--- src/bucket_slot_assigner_top_defines.svh ---
// Assertion macros for the bucket slot assigner.
// Depends on clk and rst_n being in scope where the macros are used.
`ifndef BUCKET_SLOT_ASSIGNER_TOP_DEFINES_SVH
`define BUCKET_SLOT_ASSIGNER_TOP_DEFINES_SVH

// Same-cycle implication, checked outside reset.
`define BSA_ASSERT_NOW(label, ante, cons, msg) \
  label: assert property (@(posedge clk) disable iff (!rst_n) (ante) |-> (cons)) \
    else $error(msg);

// Next-cycle implication, checked outside reset.
`define BSA_ASSERT_NEXT(label, ante, cons, msg) \
  label: assert property (@(posedge clk) disable iff (!rst_n) (ante) |=> (cons)) \
    else $error(msg);

`endif

--- src/bsa_pkg.sv ---
// Shared types and constants of the bucket slot assigner.
// No dependencies; used by every module of the block.
package bsa_pkg;

  localparam int MAX_DEST  = 64;
  localparam int MAX_ITEMS = 65536;
  localparam int DEST_AW   = $clog2(MAX_DEST);
  localparam int ND_W      = 7;
  localparam int CNT_W     = 17;
  localparam int SUM_W     = CNT_W + 1;

  // Queue between front and back; depth must be a power of two.
  localparam int Q_DEPTH = 2;
  localparam int Q_AW    = $clog2(Q_DEPTH);

  localparam logic [ND_W-1:0]  ND_MAX     = ND_W'(MAX_DEST);
  localparam logic [CNT_W-1:0] ITEM_LIM   = CNT_W'(MAX_ITEMS);
  localparam logic [SUM_W-1:0] ITEM_LIM_S = SUM_W'(MAX_ITEMS);
  localparam logic [SUM_W-1:0] SLOT_MAX_S = SUM_W'(MAX_ITEMS - 1);
  localparam logic [CNT_W-1:0] SLOT_MAX   = CNT_W'(MAX_ITEMS - 1);

  localparam logic [2:0] OP_CLEAR  = 3'd0;
  localparam logic [2:0] OP_COUNT  = 3'd1;
  localparam logic [2:0] OP_FINAL  = 3'd2;
  localparam logic [2:0] OP_ASSIGN = 3'd3;
  localparam logic [2:0] OP_QUERY  = 3'd4;

  typedef enum logic [2:0] {
    K_CLEAR, K_COUNT, K_FINAL, K_ASSIGN, K_QUERY, K_NOP
  } kind_t;

  typedef enum logic [1:0] {
    B_IDLE, B_EXEC, B_FIN
  } back_state_t;

  typedef struct packed {
    logic [2:0]         op;
    logic signed [31:0] dest;
    logic [5:0]         query_index;
  } in_item_t;

  typedef struct packed {
    logic signed [CNT_W-1:0] slot;
    logic                    dest_valid;
    logic [CNT_W-1:0]        bucket_count;
    logic [CNT_W-1:0]        bucket_offset;
    logic [CNT_W-1:0]        total_count;
    logic                    overflow;
  } out_item_t;

  // Classified work item handed from front to back.
  typedef struct packed {
    kind_t              kind;
    logic               dv;
    logic [DEST_AW-1:0] idx;
    logic               idx_ok;
    logic [ND_W-1:0]    nd;
  } work_t;

  typedef struct packed {
    logic busy;
    logic walking;
  } back_stat_t;

endpackage

--- src/bucket_slot_assigner_top.sv ---
// Top level of the bucket slot assigner: front end, work queue and back end.
// Depends on bsa_pkg, bsa_front, bsa_fifo, bsa_back and the defines header.
//
//   beat      ports                              payload
//   input     in_valid / in_ready                in_data   (bsa_pkg::in_item_t)
//   result    out_valid / out_ready              out_data  (bsa_pkg::out_item_t)
//   config    cfg_wr_en                          cfg_wr_data (num_dest, 7 bits)
//
// In the back end, clear, count, assign, query and unknown ops first read the
// tables (IDLE), then update them and load the result register (EXEC).
// Finalize walks all MAX_DEST entries; the walk reads one count per cycle.
// Reset (rst_n low at a clock edge) empties the queue and marks every table
// entry unwritten, so the tables read as zero; no clearing pass is needed.
// The queue keeps taking input beats while a result waits on out_ready, until it is full.
`include "bucket_slot_assigner_top_defines.svh"

module bucket_slot_assigner_top (
  input  logic               clk,
  input  logic               rst_n,
  input  logic               cfg_wr_en,
  input  logic [6:0]         cfg_wr_data,
  input  logic               in_valid,
  output logic               in_ready,
  input  bsa_pkg::in_item_t  in_data,
  output logic               out_valid,
  input  logic               out_ready,
  output bsa_pkg::out_item_t out_data
);

  // Queue traffic between the two halves.
  logic                q_push;
  logic                q_pop;
  logic                q_full;
  logic                q_empty;
  bsa_pkg::work_t      q_in;
  bsa_pkg::work_t      q_head;
  bsa_pkg::back_stat_t back_stat;

  // Decode op, range-check dest and query_index against the clamped num_dest.
  bsa_front u_front (
    .clk         (clk),
    .rst_n       (rst_n),
    .cfg_wr_en   (cfg_wr_en),
    .cfg_wr_data (cfg_wr_data),
    .in_valid    (in_valid),
    .in_ready    (in_ready),
    .in_data     (in_data),
    .q_full      (q_full),
    .q_push      (q_push),
    .q_data      (q_in)
  );

  // Hold classified beats so the front keeps accepting while the back is busy.
  bsa_fifo u_fifo (
    .clk       (clk),
    .rst_n     (rst_n),
    .push      (q_push),
    .push_data (q_in),
    .full      (q_full),
    .pop       (q_pop),
    .head      (q_head),
    .empty     (q_empty)
  );

  // Execute against the tables; advance only when the result register frees up.
  bsa_back u_back (
    .clk       (clk),
    .rst_n     (rst_n),
    .q_empty   (q_empty),
    .q_head    (q_head),
    .q_pop     (q_pop),
    .out_valid (out_valid),
    .out_ready (out_ready),
    .out_data  (out_data),
    .stat      (back_stat)
  );

  // A new result comes only out of a back end that was working on a beat.
  `BSA_ASSERT_NOW(a_result_from_work, $rose(out_valid), $past(back_stat.busy), "result without work")
  // During the finalize walk the result register stays empty.
  `BSA_ASSERT_NOW(a_walk_no_result, back_stat.walking, !out_valid, "result during walk")
  // The total never passes the item limit.
  `BSA_ASSERT_NOW(a_total_limit, out_valid, out_data.total_count <= bsa_pkg::ITEM_LIM, "total too big")
  // A walk always ends, and the back end stays busy until it does.
  `BSA_ASSERT_NEXT(a_walk_busy, back_stat.walking, back_stat.busy || out_valid, "walk dropped")

endmodule

--- src/bsa_front.sv ---
// Front end: holds num_dest, accepts input beats and classifies them.
// Depends on bsa_pkg.
module bsa_front (
  input  logic                  clk,
  input  logic                  rst_n,
  input  logic                  cfg_wr_en,
  input  logic [6:0]            cfg_wr_data,
  input  logic                  in_valid,
  output logic                  in_ready,
  input  bsa_pkg::in_item_t     in_data,
  input  logic                  q_full,
  output logic                  q_push,
  output bsa_pkg::work_t        q_data
);

  logic [bsa_pkg::ND_W-1:0] num_dest_r;
  logic [bsa_pkg::ND_W-1:0] num_dest_nxt;
  logic [bsa_pkg::ND_W-1:0] nd;
  logic                     dest_ok;

  always_ff @(posedge clk) begin
    if (!rst_n) begin
      num_dest_r <= bsa_pkg::ND_W'(1);
    end else begin
      num_dest_r <= num_dest_nxt;
    end
  end

  always_comb begin
    num_dest_nxt = cfg_wr_en ? cfg_wr_data : num_dest_r;
    nd = (num_dest_r > bsa_pkg::ND_MAX) ? bsa_pkg::ND_MAX : num_dest_r;
    dest_ok = !in_data.dest[31]
              && (in_data.dest[30:bsa_pkg::ND_W] == '0)
              && (in_data.dest[bsa_pkg::ND_W-1:0] < nd);

    q_data.dv     = dest_ok;
    q_data.nd     = nd;
    q_data.idx_ok = ({1'b0, in_data.query_index} < nd);
    q_data.idx    = '0;
    case (in_data.op)
      bsa_pkg::OP_CLEAR: begin
        q_data.kind = bsa_pkg::K_CLEAR;
      end
      bsa_pkg::OP_COUNT: begin
        q_data.kind = bsa_pkg::K_COUNT;
        q_data.idx  = in_data.dest[bsa_pkg::DEST_AW-1:0];
      end
      bsa_pkg::OP_FINAL: begin
        q_data.kind = bsa_pkg::K_FINAL;
      end
      bsa_pkg::OP_ASSIGN: begin
        q_data.kind = bsa_pkg::K_ASSIGN;
        q_data.idx  = in_data.dest[bsa_pkg::DEST_AW-1:0];
      end
      bsa_pkg::OP_QUERY: begin
        q_data.kind = bsa_pkg::K_QUERY;
        q_data.idx  = in_data.query_index;
      end
      default: begin
        q_data.kind = bsa_pkg::K_NOP;
      end
    endcase
  end

  assign in_ready = !q_full;
  assign q_push   = in_valid && !q_full;

endmodule

--- src/bsa_fifo.sv ---
// Short work queue between the front and back ends.
// Depends on bsa_pkg.
module bsa_fifo (
  input  logic           clk,
  input  logic           rst_n,
  input  logic           push,
  input  bsa_pkg::work_t push_data,
  output logic           full,
  input  logic           pop,
  output bsa_pkg::work_t head,
  output logic           empty
);

  bsa_pkg::work_t            mem_r [bsa_pkg::Q_DEPTH];
  logic [bsa_pkg::Q_AW-1:0]  wr_ptr_r, wr_ptr_nxt;
  logic [bsa_pkg::Q_AW-1:0]  rd_ptr_r, rd_ptr_nxt;
  logic [bsa_pkg::Q_AW:0]    cnt_r, cnt_nxt;

  always_comb begin
    full       = (cnt_r == (bsa_pkg::Q_AW+1)'(bsa_pkg::Q_DEPTH));
    empty      = (cnt_r == '0);
    wr_ptr_nxt = push ? wr_ptr_r + bsa_pkg::Q_AW'(1) : wr_ptr_r;
    rd_ptr_nxt = pop  ? rd_ptr_r + bsa_pkg::Q_AW'(1) : rd_ptr_r;
    cnt_nxt    = cnt_r;
    if (push && !pop) begin
      cnt_nxt = cnt_r + (bsa_pkg::Q_AW+1)'(1);
    end else if (pop && !push) begin
      cnt_nxt = cnt_r - (bsa_pkg::Q_AW+1)'(1);
    end
    head = mem_r[rd_ptr_r];
  end

  always_ff @(posedge clk) begin
    if (!rst_n) begin
      wr_ptr_r <= '0;
      rd_ptr_r <= '0;
      cnt_r    <= '0;
    end else begin
      wr_ptr_r <= wr_ptr_nxt;
      rd_ptr_r <= rd_ptr_nxt;
      cnt_r    <= cnt_nxt;
    end
  end

  always_ff @(posedge clk) begin
    if (push) begin
      mem_r[wr_ptr_r] <= push_data;
    end
  end

endmodule

--- src/bsa_back.sv ---
// Back end: count, offset and cursor tables, the finalize walk and the result register.
// Depends on bsa_pkg.
module bsa_back (
  input  logic                clk,
  input  logic                rst_n,
  input  logic                q_empty,
  input  bsa_pkg::work_t      q_head,
  output logic                q_pop,
  output logic                out_valid,
  input  logic                out_ready,
  output bsa_pkg::out_item_t  out_data,
  output bsa_pkg::back_stat_t stat
);

  localparam int AW = bsa_pkg::DEST_AW;
  localparam int CW = bsa_pkg::CNT_W;
  localparam int SW = bsa_pkg::SUM_W;
  localparam int ND = bsa_pkg::MAX_DEST;

  bsa_pkg::back_state_t state_r, state_nxt;
  bsa_pkg::work_t       cur_r, cur_nxt;
  bsa_pkg::out_item_t   out_r, out_nxt;
  logic                 out_vld_r, out_vld_nxt;
  logic [AW-1:0]        wi_r, wi_nxt;
  logic [CW-1:0]        run_r, run_nxt;
  logic [CW-1:0]        total_r, total_nxt;
  logic                 ovf_r, ovf_nxt;
  logic [ND-1:0]        cnt_vld_r, cnt_vld_nxt;
  logic [ND-1:0]        cur_vld_r, cur_vld_nxt;
  logic [ND-1:0]        off_vld_r, off_vld_nxt;

  logic [CW-1:0] cnt_mem [ND];
  logic [CW-1:0] off_mem [ND];
  logic [CW-1:0] cur_mem [ND];
  logic [CW-1:0] cnt_rd_r, off_rd_r, cur_rd_r;
  logic [AW-1:0] rd_addr;

  logic          cnt_we, off_we, cur_we;
  logic [AW-1:0] off_wa;
  logic [CW-1:0] cnt_wd, off_wd, cur_wd;

  always_comb begin
    logic [CW-1:0]      cnt_v;
    logic [CW-1:0]      off_v;
    logic [CW-1:0]      cup_v;
    logic [CW-1:0]      fin_cnt;
    logic [SW-1:0]      sum;
    logic [SW-1:0]      run_sum;
    bsa_pkg::out_item_t res;

    state_nxt   = state_r;
    cur_nxt     = cur_r;
    out_nxt     = out_r;
    out_vld_nxt = out_vld_r;
    wi_nxt      = wi_r;
    run_nxt     = run_r;
    total_nxt   = total_r;
    ovf_nxt     = ovf_r;
    cnt_vld_nxt = cnt_vld_r;
    cur_vld_nxt = cur_vld_r;
    off_vld_nxt = off_vld_r;
    q_pop       = 1'b0;
    rd_addr     = q_head.idx;
    cnt_we      = 1'b0;
    off_we      = 1'b0;
    cur_we      = 1'b0;
    off_wa      = wi_r;
    cnt_wd      = '0;
    off_wd      = '0;
    cur_wd      = '0;
    res         = '0;
    sum         = '0;
    run_sum     = '0;

    // Unwritten table entries read as zero.
    cnt_v   = cnt_vld_r[cur_r.idx] ? cnt_rd_r : '0;
    off_v   = off_vld_r[cur_r.idx] ? off_rd_r : '0;
    cup_v   = cur_vld_r[cur_r.idx] ? cur_rd_r : '0;
    fin_cnt = cnt_vld_r[wi_r] ? cnt_rd_r : '0;

    if (out_vld_r && out_ready) begin
      out_vld_nxt = 1'b0;
    end

    case (state_r)
      bsa_pkg::B_IDLE: begin
        if (!q_empty && (!out_vld_r || out_ready)) begin
          q_pop   = 1'b1;
          cur_nxt = q_head;
          if (q_head.kind == bsa_pkg::K_FINAL) begin
            wi_nxt      = '0;
            run_nxt     = '0;
            cur_vld_nxt = '0;
            state_nxt   = bsa_pkg::B_FIN;
          end else begin
            state_nxt = bsa_pkg::B_EXEC;
          end
        end
      end
      bsa_pkg::B_EXEC: begin
        case (cur_r.kind)
          bsa_pkg::K_CLEAR: begin
            cnt_vld_nxt = '0;
            cur_vld_nxt = '0;
          end
          bsa_pkg::K_COUNT: begin
            res.dest_valid = cur_r.dv;
            if (cur_r.dv) begin
              if (cnt_v >= bsa_pkg::ITEM_LIM) begin
                ovf_nxt = 1'b1;
              end else begin
                cnt_we                 = 1'b1;
                cnt_wd                 = cnt_v + CW'(1);
                cnt_vld_nxt[cur_r.idx] = 1'b1;
              end
            end
          end
          bsa_pkg::K_ASSIGN: begin
            res.dest_valid = cur_r.dv;
            if (cur_r.dv) begin
              sum = {1'b0, off_v} + {1'b0, cup_v};
              if (sum > bsa_pkg::SLOT_MAX_S) begin
                res.slot = bsa_pkg::SLOT_MAX;
                ovf_nxt  = 1'b1;
              end else begin
                res.slot = sum[CW-1:0];
              end
              if (cup_v < bsa_pkg::ITEM_LIM) begin
                cur_we                 = 1'b1;
                cur_wd                 = cup_v + CW'(1);
                cur_vld_nxt[cur_r.idx] = 1'b1;
              end
            end else begin
              res.slot = '1;
            end
          end
          bsa_pkg::K_QUERY: begin
            if (cur_r.idx_ok) begin
              res.bucket_count  = cnt_v;
              res.bucket_offset = off_v;
            end
          end
          default: begin
          end
        endcase
        res.total_count = total_r;
        res.overflow    = ovf_nxt;
        out_nxt         = res;
        out_vld_nxt     = 1'b1;
        state_nxt       = bsa_pkg::B_IDLE;
      end
      bsa_pkg::B_FIN: begin
        // Count for wi_r is in the read register; fetch the next one.
        rd_addr             = wi_r + AW'(1);
        off_we              = 1'b1;
        off_vld_nxt[wi_r]   = 1'b1;
        if ({1'b0, wi_r} < cur_r.nd) begin
          off_wd  = run_r;
          run_sum = {1'b0, run_r} + {1'b0, fin_cnt};
          if (run_sum > bsa_pkg::ITEM_LIM_S) begin
            run_sum = bsa_pkg::ITEM_LIM_S;
            ovf_nxt = 1'b1;
          end
        end else begin
          run_sum = {1'b0, run_r};
        end
        run_nxt = run_sum[CW-1:0];
        wi_nxt  = wi_r + AW'(1);
        if (wi_r == AW'(ND - 1)) begin
          total_nxt       = run_sum[CW-1:0];
          res.total_count = run_sum[CW-1:0];
          res.overflow    = ovf_nxt;
          out_nxt         = res;
          out_vld_nxt     = 1'b1;
          state_nxt       = bsa_pkg::B_IDLE;
        end
      end
      default: begin
        state_nxt = bsa_pkg::B_IDLE;
      end
    endcase
  end

  always_ff @(posedge clk) begin
    if (!rst_n) begin
      state_r   <= bsa_pkg::B_IDLE;
      out_vld_r <= 1'b0;
      total_r   <= '0;
      ovf_r     <= 1'b0;
      cnt_vld_r <= '0;
      cur_vld_r <= '0;
      off_vld_r <= '0;
    end else begin
      state_r   <= state_nxt;
      out_vld_r <= out_vld_nxt;
      total_r   <= total_nxt;
      ovf_r     <= ovf_nxt;
      cnt_vld_r <= cnt_vld_nxt;
      cur_vld_r <= cur_vld_nxt;
      off_vld_r <= off_vld_nxt;
    end
  end

  always_ff @(posedge clk) begin
    cur_r <= cur_nxt;
    out_r <= out_nxt;
    wi_r  <= wi_nxt;
    run_r <= run_nxt;
  end

  // Tables: one write port, one registered read port each.
  always_ff @(posedge clk) begin
    if (cnt_we) begin
      cnt_mem[cur_r.idx] <= cnt_wd;
    end
    cnt_rd_r <= cnt_mem[rd_addr];
  end

  always_ff @(posedge clk) begin
    if (off_we) begin
      off_mem[off_wa] <= off_wd;
    end
    off_rd_r <= off_mem[rd_addr];
  end

  always_ff @(posedge clk) begin
    if (cur_we) begin
      cur_mem[cur_r.idx] <= cur_wd;
    end
    cur_rd_r <= cur_mem[rd_addr];
  end

  assign out_valid    = out_vld_r;
  assign out_data     = out_r;
  assign stat.busy    = (state_r != bsa_pkg::B_IDLE);
  assign stat.walking = (state_r == bsa_pkg::B_FIN);

endmodule
--- config.mk ---
export PLATFORM = sky130hd
export DESIGN_NAME = bucket_slot_assigner_top
export DESIGN_NICKNAME = d
export VERILOG_FILES = /design/src/bsa_pkg.sv /design/src/bucket_slot_assigner_top.sv /design/src/bsa_front.sv /design/src/bsa_fifo.sv /design/src/bsa_back.sv
export VERILOG_INCLUDE_DIRS = /design/src /design/src/src
export SDC_FILE = /design/constraint.sdc
export NUM_CORES = 2
export LEC_CHECK = 0
export BUFFER_PORTS_ARGS = -buffer_cell sky130_fd_sc_hd__buf_2
export CORE_MARGIN = 5
export CORE_UTILIZATION = 55
export CTS_CLUSTER_DIAMETER = 100
export DETAILED_ROUTE_END_ITERATION = 6
export MAX_ROUTING_LAYER = met4
export PLACE_DENSITY = 0.74
export SYNTH_ARGS = -nofsm -noshare
export SYNTH_HDL_FRONTEND = slang
export SYNTH_SLANG_ARGS = --single-unit
--- constraint.sdc ---
create_clock -name clk -period 6.4 [get_ports clk]
set_input_delay 0.64 -clock clk [delete_from_list [all_inputs] [get_ports clk]]
set_output_delay 0.64 -clock clk [all_outputs]
set_load 0.05 [all_outputs]
==> impl_metrics.tcl <==
set metrics [dict create \
    outcome "finished clean" \
    drv_slew 0 \
    slew_headroom_pct 2.90 \
    fill_cells 17800 \
    placed_cells_incl_taps 11000 \
    clkLatencyLatePin_ns 0.95 \
    synth_area_leaders "edfxtp_1 (70%), mux4_2 (13%), dfxtp_1 (3.8%)" \
    drt_iter0_markers 10700 \
    min_period_ns 6.04 \
    r2r_cells 10 \
    setup_tns_ns 0 \
    r2r-end "u_back.cnt_mem[8][3]" \
    antenna_found_initial 28 \
    firstDrtPassIters 6 \
    area_growth_pct 12.7 \
    crit_top_cell "buf_4" \
    fin_skew_ns 0.0998 \
    fmax_mhz 166 \
    ys_seq_area_share_pct 74.0 \
    layout.nets 7944 \
    die_h_um 525 \
    worstSetupEndpointType "flop" \
    cts-root-buf "clkbuf_16" \
    path_buf_inv 2 \
    worstSetupPathType "flop to flop" \
    cts_tree "yes" \
    holdCritPathClass "primary input to flop" \
    ant_nets 0 \
    crit_chain "buf_4 > mux4_2 > mux2_2 > o2bb2ai_1 > a21oi_1 > nand4_1 > nand2_1 > nand2_4 > buf_4 > nor2_2" \
    fin_cells 11700 \
    slowest_stage "nor2_2" \
    crit_path_start_kind "flop" \
    grt_start_max_net_pins 123 \
    p_leak_nw 56.5 \
    overflow 0 \
    ys.warnings.count 0 \
    gr-usage-all-layers_pct 27.9 \
    coreArea_um2 265000 \
    routed_wl_um 379000 \
    finalSetupViolCount 0 \
    port_buffers 124 \
    num_vias 77300 \
    viasPerCell 6.61 \
    netlist_instances 7498 \
    clk_path_buf_depth 4 \
    clkTransAtPathRegs_ns 0.06 \
    synth_cell_types 88 \
    whs_path_depth 2 \
    initial_utilization_pct 55.1 \
    wl_per_cell_um 32.4 \
    slowest_delay_ns 1.22 \
    multi_input_area_um2 36300 \
    ff2ff_setup_slack_ns 0.36 \
    tightest_slew_ns 1.45 \
    layout-drive-gt1-share_pct 26.0 \
    p_per_area_nw_per_um2 377 \
    die_area_um2 276000 \
    grt_pass1_vias 76700 \
    htreeDepth 5 \
    synth.most_common_cell "edfxtp_1" \
    cts_buffers 360 \
    ys.flop_type "edfxtp_1" \
    hold_path_end "u_fifo.mem_r[1][15]" \
    synth-seq-cells 3687 \
    ir_drop_mv 0.335 \
    maxCapViolCount 0 \
    gp_congestion 0.940 \
    synth_area_leader_cell "edfxtp_1" \
    hold_viol 0 \
    num_rows 189 \
    synth_enable_flop_cells 3411 \
    syn-cell-area_um2 146000 \
    rr_startpoint "u_back.cur_r[9]" \
    critical_path.top_delay_family "simple AND/OR/NAND/NOR gates" \
    hold_start "in_data[38]" \
    path_max_fanout 57 \
    rsz0062_at_grt "no" \
    dp_hpwl_um 226000 \
    min_period_over_period_pct 94.3 \
    syn-num-nets 7611 \
    drc 0 \
    grt_pass1_wl_um 546000 \
    async_flop_share_pct 0 \
    cts_num_sinks 3687 \
    netlist_top_cells_count "edfxtp_1 (3411), mux4_2 (852), nor2_1 (379), a211oi_1 (365), a21oi_1 (278)" \
    pin_count 125 \
    cp.arrival_ns 6.52 \
    avgSynthCellArea_um2 19.5 \
    fp.dieW_um 525 \
    synth_top_area_share_pct 70.2 \
    cp.required_ns 6.88 \
    regArea_um2 108000 \
]
cell families after synthesis:
group           count (synthesis)  share of synthesized area [%]
buf+inv                       527                           1.80
fa+ha+maj                      60                          0.525
simple gates                 1000                           3.42
mux                          1112                           15.0
compound gates               1058                           4.95
flops                        3687                           74.0
xor+xnor                       54                          0.324
cells in the final DEF (no fill, tap or decap), types with 35 or more instances in the layout:
master     netlist  final
edfxtp_1      3411   3411
mux4_2         852    852
clkbuf_16        0    369
a211oi_1       365    365
buf_4           88    279
dfxtp_1        276    276
a21oi_1        278    275
nor2b_1        245    243
mux2i_1        224    223
nor2_1         379    185
o21a_1         133    133
nand2_1        130    129
nor2_2           1    127
buf_2          160    123
clkbuf_1       193     91
and2_1          81     80
a31oi_1         72     72
nor2_4           0     68
clkinv_1         1     65
ha_1            58     57
a22oi_1         53     53
clkinv_2         0     53
inv_1           50     50
nand3_1         37     37
o21ai_0         40     37
mux2_2          36     36
xor2_1          36     36
bufinv_16        0     35
buf_12           0     35
through the flow:
stage	setup slack, ns	power, mW	hold slack [ns]	instance area, µm²	util (%)
2_1_floorplan	0.642	36.5	0.431	146000	-
3_3_place_gp	0.179	41.0	0.444	152000	57.5
3_5_place_dp	0.141	41.1	0.454	152000	57.5
4_1_cts	0.0779	62.1	0.00866	164000	62.1
5_1_grt	0.0988	64.0	0.0565	164000	62.1
6_report	0.362	62.0	0.0752	164000	62.1
how the worst max path moves through the flow:
stage	start	endpoint	cells past startpoint
3_3_place_gp	u_back.off_wa[0]	u_back.out_data[3]	17
5_1_grt	u_back.off_wa[2]	u_back.out_data[2]	18
6_report	u_back.cur_r[9]	u_back.cnt_mem[8][3]	10
2_1_floorplan	u_back.cur_r[11]	u_back.cur_mem[0][16]	12
4_1_cts	u_back.off_wa[0]	u_back.out_data[3]	17
3_5_place_dp	u_back.off_wa[0]	u_back.out_data[3]	17
power by group:
part	switching, mW	leakage [nW]	internal, mW
combinational	8.79	13.5	4.62
clock	9.06	5.77	12.2
sequential	0.693	37.3	26.6
metal layers:
metal / share of wire [%] / wire length [µm] / global-route usage (%)
met5: 0 / 0 / -
met3: 11 / 40500 / 5.60
met4: 4.2 / 15800 / 10.1
met2: 47 / 178000 / 41.8
met1: 38 / 144000 / 38.7
worst reg2reg max path: stages, from the launching register on:
cell       delay (ns)
edfxtp_1         0.68
buf_4            0.46
mux4_2           0.57
mux2_2           0.31
o2bb2ai_1        0.14
a21oi_1          0.12
nand4_1          0.61
nand2_1          0.51
nand2_4          0.27
buf_4            0.54
nor2_2           1.32
flip-flops by register name (all words and copies together) (netlist names), 2 cells and up, named ones only:
name,count
u_back.cur_r,18
u_back.run_r,17
u_back.cur_mem,1088
u_back.off_rd_r,17
u_back.off_mem,1088
u_back.off_wa,6
u_back.cnt_mem,1088
u_back.cnt_vld_r,64
u_front.num_dest_r,7
u_back.out_data,70
u_back.cnt_rd_r,17
u_back.cur_vld_r,64
u_back.off_vld_r,64
u_fifo.mem_r,36
u_fifo.cnt_r,2
u_back.total_r,17
u_back.state_r,2
u_back.cur_rd_r,17
final cells by class:
type | instances | share of cell area (%)
antenna | 31 | 0.0472
clock buffer | 475 | 5.94
clock inverter | 189 | 1.30
inverter | 51 | 0.116
multi-input combinational | 3284 | 22.1
sequential | 3687 | 65.7
tap | 3533 | 2.69
timing repair buffer | 447 | 2.15
what timing repair did:
| item | 4_1_cts | 5_1_grt |
|---|---|---|
| resized for setup | 0 | 1 |
| setup endpoints to repair | 0 | 42 |
| hold buffers | 7 | 0 |
| hold endpoints to repair | 7 | 0 |
| buffers inserted | 0 | 1 |
Note: power is estimated with default switching activity, not from simulation.
